## src/med3_pkg.sv

```systemverilog
`timescale 1ns / 1ps
// Shared types and constants for the 3x3 median filter.
// No dependencies; imported by every module of the block but med3_ram.
package med3_pkg;

    localparam int DEF_MAX_WIDTH  = 1024;
    localparam int DEF_PIXEL_BITS = 8;
    localparam int CFG_BITS       = 11;
    localparam int CFG_IDX_BITS   = 1;
    localparam int MAX_HEIGHT     = 1024;
    localparam int WIDTH_RESET    = 640;
    localparam int HEIGHT_RESET   = 480;

    typedef enum logic [CFG_IDX_BITS-1:0] {
        CFG_IMAGE_WIDTH  = 1'b0,
        CFG_IMAGE_HEIGHT = 1'b1
    } t_cfg_reg;

    // per-word control that rides with a pixel from the counters to the window
    typedef struct packed {
        logic wrap;       // column 0: result is for the last column of a prior row
        logic pad_top;
        logic pad_bot;
        logic pad_left;
        logic pad_right;
        logic last;
        logic emit;
    } t_pos_ctl;

endpackage

```

## src/med3_sort.sv

```systemverilog
`timescale 1ns / 1ps
// Median-of-nine compare-exchange network in three register stages.
// Depends on med3_pkg.
module med3_sort
    import med3_pkg::*;
#(
    parameter int PIXEL_BITS = DEF_PIXEL_BITS
) (
    input  logic                  i_clk,
    input  logic                  i_rst_n,
    input  logic                  i_en,
    input  logic                  i_valid,
    input  logic                  i_last,
    input  logic [PIXEL_BITS-1:0] i_px [9],
    output logic                  o_valid,
    output logic                  o_last,
    output logic [PIXEL_BITS-1:0] o_median
);

    localparam int PB = PIXEL_BITS;

    logic [PB-1:0] a [9];
    logic [PB-1:0] b [9];
    logic [PB-1:0] c [9];
    logic [PB-1:0] r_a [9];
    logic [PB-1:0] r_b [9];
    logic [PB-1:0] r_med;
    logic [2:0]    r_valid;
    logic [2:0]    r_last;

    // returns {max, min}
    function automatic logic [2*PB-1:0] cx(input logic [PB-1:0] x, input logic [PB-1:0] y);
        return (x > y) ? {x, y} : {y, x};
    endfunction

    always_comb begin
        a = i_px;
        {a[2], a[1]} = cx(a[1], a[2]);
        {a[5], a[4]} = cx(a[4], a[5]);
        {a[8], a[7]} = cx(a[7], a[8]);
        {a[1], a[0]} = cx(a[0], a[1]);
        {a[4], a[3]} = cx(a[3], a[4]);
        {a[7], a[6]} = cx(a[6], a[7]);
        {a[2], a[1]} = cx(a[1], a[2]);
        {a[5], a[4]} = cx(a[4], a[5]);
        {a[8], a[7]} = cx(a[7], a[8]);
    end

    always_comb begin
        b = r_a;
        {b[3], b[0]} = cx(b[0], b[3]);
        {b[8], b[5]} = cx(b[5], b[8]);
        {b[7], b[4]} = cx(b[4], b[7]);
        {b[6], b[3]} = cx(b[3], b[6]);
        {b[4], b[1]} = cx(b[1], b[4]);
        {b[5], b[2]} = cx(b[2], b[5]);
        {b[7], b[4]} = cx(b[4], b[7]);
    end

    always_comb begin
        c = r_b;
        {c[2], c[4]} = cx(c[4], c[2]);
        {c[4], c[6]} = cx(c[6], c[4]);
        {c[2], c[4]} = cx(c[4], c[2]);
    end

    always_ff @(posedge i_clk) begin
        if (!i_rst_n) begin
            r_valid <= '0;
        end else if (i_en) begin
            r_valid <= {r_valid[1:0], i_valid};
        end
    end

    always_ff @(posedge i_clk) begin
        if (i_en) begin
            r_last <= {r_last[1:0], i_last};
            r_a    <= a;
            r_b    <= b;
            r_med  <= c[4];
        end
    end

    assign o_valid  = r_valid[2];
    assign o_last   = r_last[2];
    assign o_median = r_med;

endmodule

```

## config.mk

```make
export PLATFORM = sky130hd
export DESIGN_NAME = med3_sort
export DESIGN_NICKNAME = d
export VERILOG_FILES = /design/src/med3_pkg.sv /design/src/med3_sort.sv
export SDC_FILE = /design/constraint.sdc
export NUM_CORES = 1
export LEC_CHECK = 0
export CORE_MARGIN = 3
export CORE_UTILIZATION = 50
export DETAILED_ROUTE_END_ITERATION = 7
export DONT_BUFFER_PORTS = 1
export PLACE_DENSITY = 0.68
export SETUP_SLACK_MARGIN = 0.2
export SLEW_MARGIN = 25
export SYNTH_ARGS = -nofsm -noshare
export SYNTH_HDL_FRONTEND = slang
export SYNTH_SLANG_ARGS = --single-unit
```

## constraint.sdc

```tcl
create_clock -name i_clk -period 7.1 [get_ports i_clk]
set_input_delay 1.065 -clock i_clk [delete_from_list [all_inputs] [get_ports i_clk]]
set_output_delay 1.065 -clock i_clk [all_outputs]
set_load 0.05 [all_outputs]
```

==> out/results.ini <==
[sta]
slew-limit-headroom_pct=35.27
fmax_mhz=154.5
maxSlewViolCount=0
tightest_slew_ns=0.9644
setup_violations=0
period_needed_ns=6.474
rsz0062_at_grt=true
timing.final.crit_share_pct=91.18
finClkSkew_ns=0.01154
finalSetupTns_ns=0
final-hold-violation-count=0

[cts]
clk_latency_ns=0.37
cts_buffer_depth=2
cts_made_buffers=9
cts_num_sinks=110
cts.clk_slew.worst_paths_ns=0.08
cts.htree.levels=3
cts-root-buf=clkbuf_16
cts_tree=built
cts_hold_buf=0
post_cts_buffers=0

[worst_setup_path]
cp_max_fo=30
critPathLaunchType=input pin
cp-end-kind=flip-flop
critical-path-max-stage-delay_ns=0.46
criticalPathCategory=input pin to flip-flop
required_ns=7.18
crit_arrival_ns=6.56
cp_slowest_cell=a21oi_1

[die]
io_pins=87
start_util_pct=51.38
die_w_um=148.1
die_y_um=148.1
die-area_um2=21940
core-area_um2=19650
rows=51

[status]
status=finished clean

[layout]
area_delta_synth_final_pct=6.109
fin_area_um2=10710
layout-drive-gt1-share_pct=7.853
nets=1362
final_cell_mix=ha_1 (144), nor2_1 (131), inv_1 (115), edfxtp_1 (107), nand2_1 (99)
fin_cells=1411
num_antenna_cells=0
final_common_cell=ha_1

[min_path]
min_path_type=flip-flop to flip-flop

[pwr]
ir_worst_vdd_v=0.0003438
power.total_mw=5.170
p_leak_nw=4.803
power.density_nw_per_um2=482.6

[detailed_routing]
wl_per_cell_um=17.16
drc_errors=0
via_per_inst=5.824
route.antenna.remaining_nets=0
drt-total-wl_um=24220
vias=8217
drt_iter0_drc=625
drtPass1Iterations=7

[grt]
track_usage_pct=22.17
grt_overflow_total=0
grt_start_max_net_pins=111
grt_pass1_vias=7629
antenna_found_initial=0
grt_pass1_wl_um=38990

[synthesis]
synth_cells=1143
yosys_most_used_dff=edfxtp_1
synth_top_area_share_pct=31.82
synth-seq-cells=110
avgSynthCellArea_um2=8.834
synth_edf_count=107
async_reset_ff_share_pct=0
synth_area_leaders=edfxtp_1 (32%), ha_1 (18%), nor2_1 (4.9%)
netlist_area_um2=10100
syn-num-nets=1364
yosysTopAreaCell=edfxtp_1
ys_types=68
synth_warnings=0
yosysSeqAreaShare_pct=32.42

[placed_design]
dp_hpwl_um=19490
portBuffers=0
place.gp.congestion=0.8955
dpl.cell_count=1393
placed_area_um2=10380

[flow_run]
maxCapViolations=0

-- flip-flops by register name (all words and copies together), names as in the netlist --
signal,cells
r_last,3
r_valid,3
r_b,24
o_median,8
r_a,72
-- cell families after synthesis --
family / after synthesis / synth area share, %
AOI/OAI and AO/OA: 347 / 21.90
xor gates and xnor gates: 2 / 0.1735
adders and majority gates: 150 / 18.46
buffers and inverters: 141 / 5.576
DFF: 110 / 32.42
muxes: 64 / 6.753
and+or+nand+nor: 329 / 14.72
-- power breakdown --
group / leakage (nW) / total [mW] / internal [mW] / switching (mW)
clock: 0.149 / 0.522 / 0.278 / 0.243
combinational: 3.58 / 3.30 / 1.43 / 1.86
sequential: 1.08 / 1.35 / 1.11 / 0.239
-- per-layer routing --
metal / global-route usage (%) / part of all wire [%]
met2: 36.95 / 46
met5: 0 / 0
met1: 30.31 / 46
met4: 5.219 / 1.3
met3: 3.931 / 5.8
-- final cells by class --
type | instances | area (um^2)
clock buffer | 9 | 225.2
multi-input combinational | 892 | 6270
timing repair buffer | 13 | 97.59
fill | 1808 | 8940
clock inverter | 7 | 85.08
inverter | 115 | 431.7
tap | 265 | 331.6
sequential | 110 | 3273
-- Yosys cell counts, types with 3 or more instances --
cell type  instances
o21ai_1           26
a222oi_1           6
buf_2              6
a21o_1            25
maj3_1             4
o22ai_1           27
nand4_1           17
a221o_1            6
nor2b_1           24
a21oi_1           94
and3_1            13
and4_1             3
inv_1            115
mux2i_1           31
edfxtp_1         107
a21oi_2            7
dfxtp_1            3
buf_1              4
a31oi_1            6
and2_1             6
ha_1             144
nand2_1           99
mux2_2            30
o21bai_1           4
nand2b_1          12
nor2_1           131
a211oi_1           4
o21a_1            16
mux2_1             3
o21ai_2            3
o21ai_0           86
nand3_1           13
clkbuf_1          13
a32oi_1            4
a221oi_1           6
-- final timing paths --
path	startpoint	to	slack [ns]	depth (start not counted)
worst min register to register	r_last[1]$_DFFE_PP_	r_last[2]$_DFFE_PP_	0.42	0
worst max register to register	r_a[13]$_DFFE_PP_	r_b[34]$_DFFE_PP_	1.13	27
worst min-delay path	r_last[1]$_DFFE_PP_	r_last[2]$_DFFE_PP_	0.42	0
worst max-delay path	i_px[55]	r_a[63]$_DFFE_PP_	0.63	27
-- worst max-delay path, delay by kind of cell --
family	cells	cell delay, ns
AO/OA/AOI/OAI	14	2.81
adder cells (fa/ha/maj)	3	0.87
buffers and inverters	2	0.23
multiplexers	1	0.37
AND/OR/NAND/NOR	7	1.18
-- per-stage QoR --
stage | utilization, % | setup slack (ns) | hold WS [ns]
after floorplan | - | 0.4210 | 0.4003
after global placement | 52.81 | 0.4429 | 0.4061
after detailed placement | 52.81 | 0.2887 | 0.4062
after CTS | 54.39 | 0.6321 | 0.4255
after global routing | 54.51 | 0.1409 | 0.4340
final | 54.51 | 0.6262 | 0.4235
-- what timing repair did --
| item | in CTS | in global routing |
|---|---|---|
| gates resized for setup | 0 | 2 |
| setup endpoints to repair | 0 | 5 |
| endpoints found under the hold margin | 0 | 0 |
(Power assumes the default switching activity.)
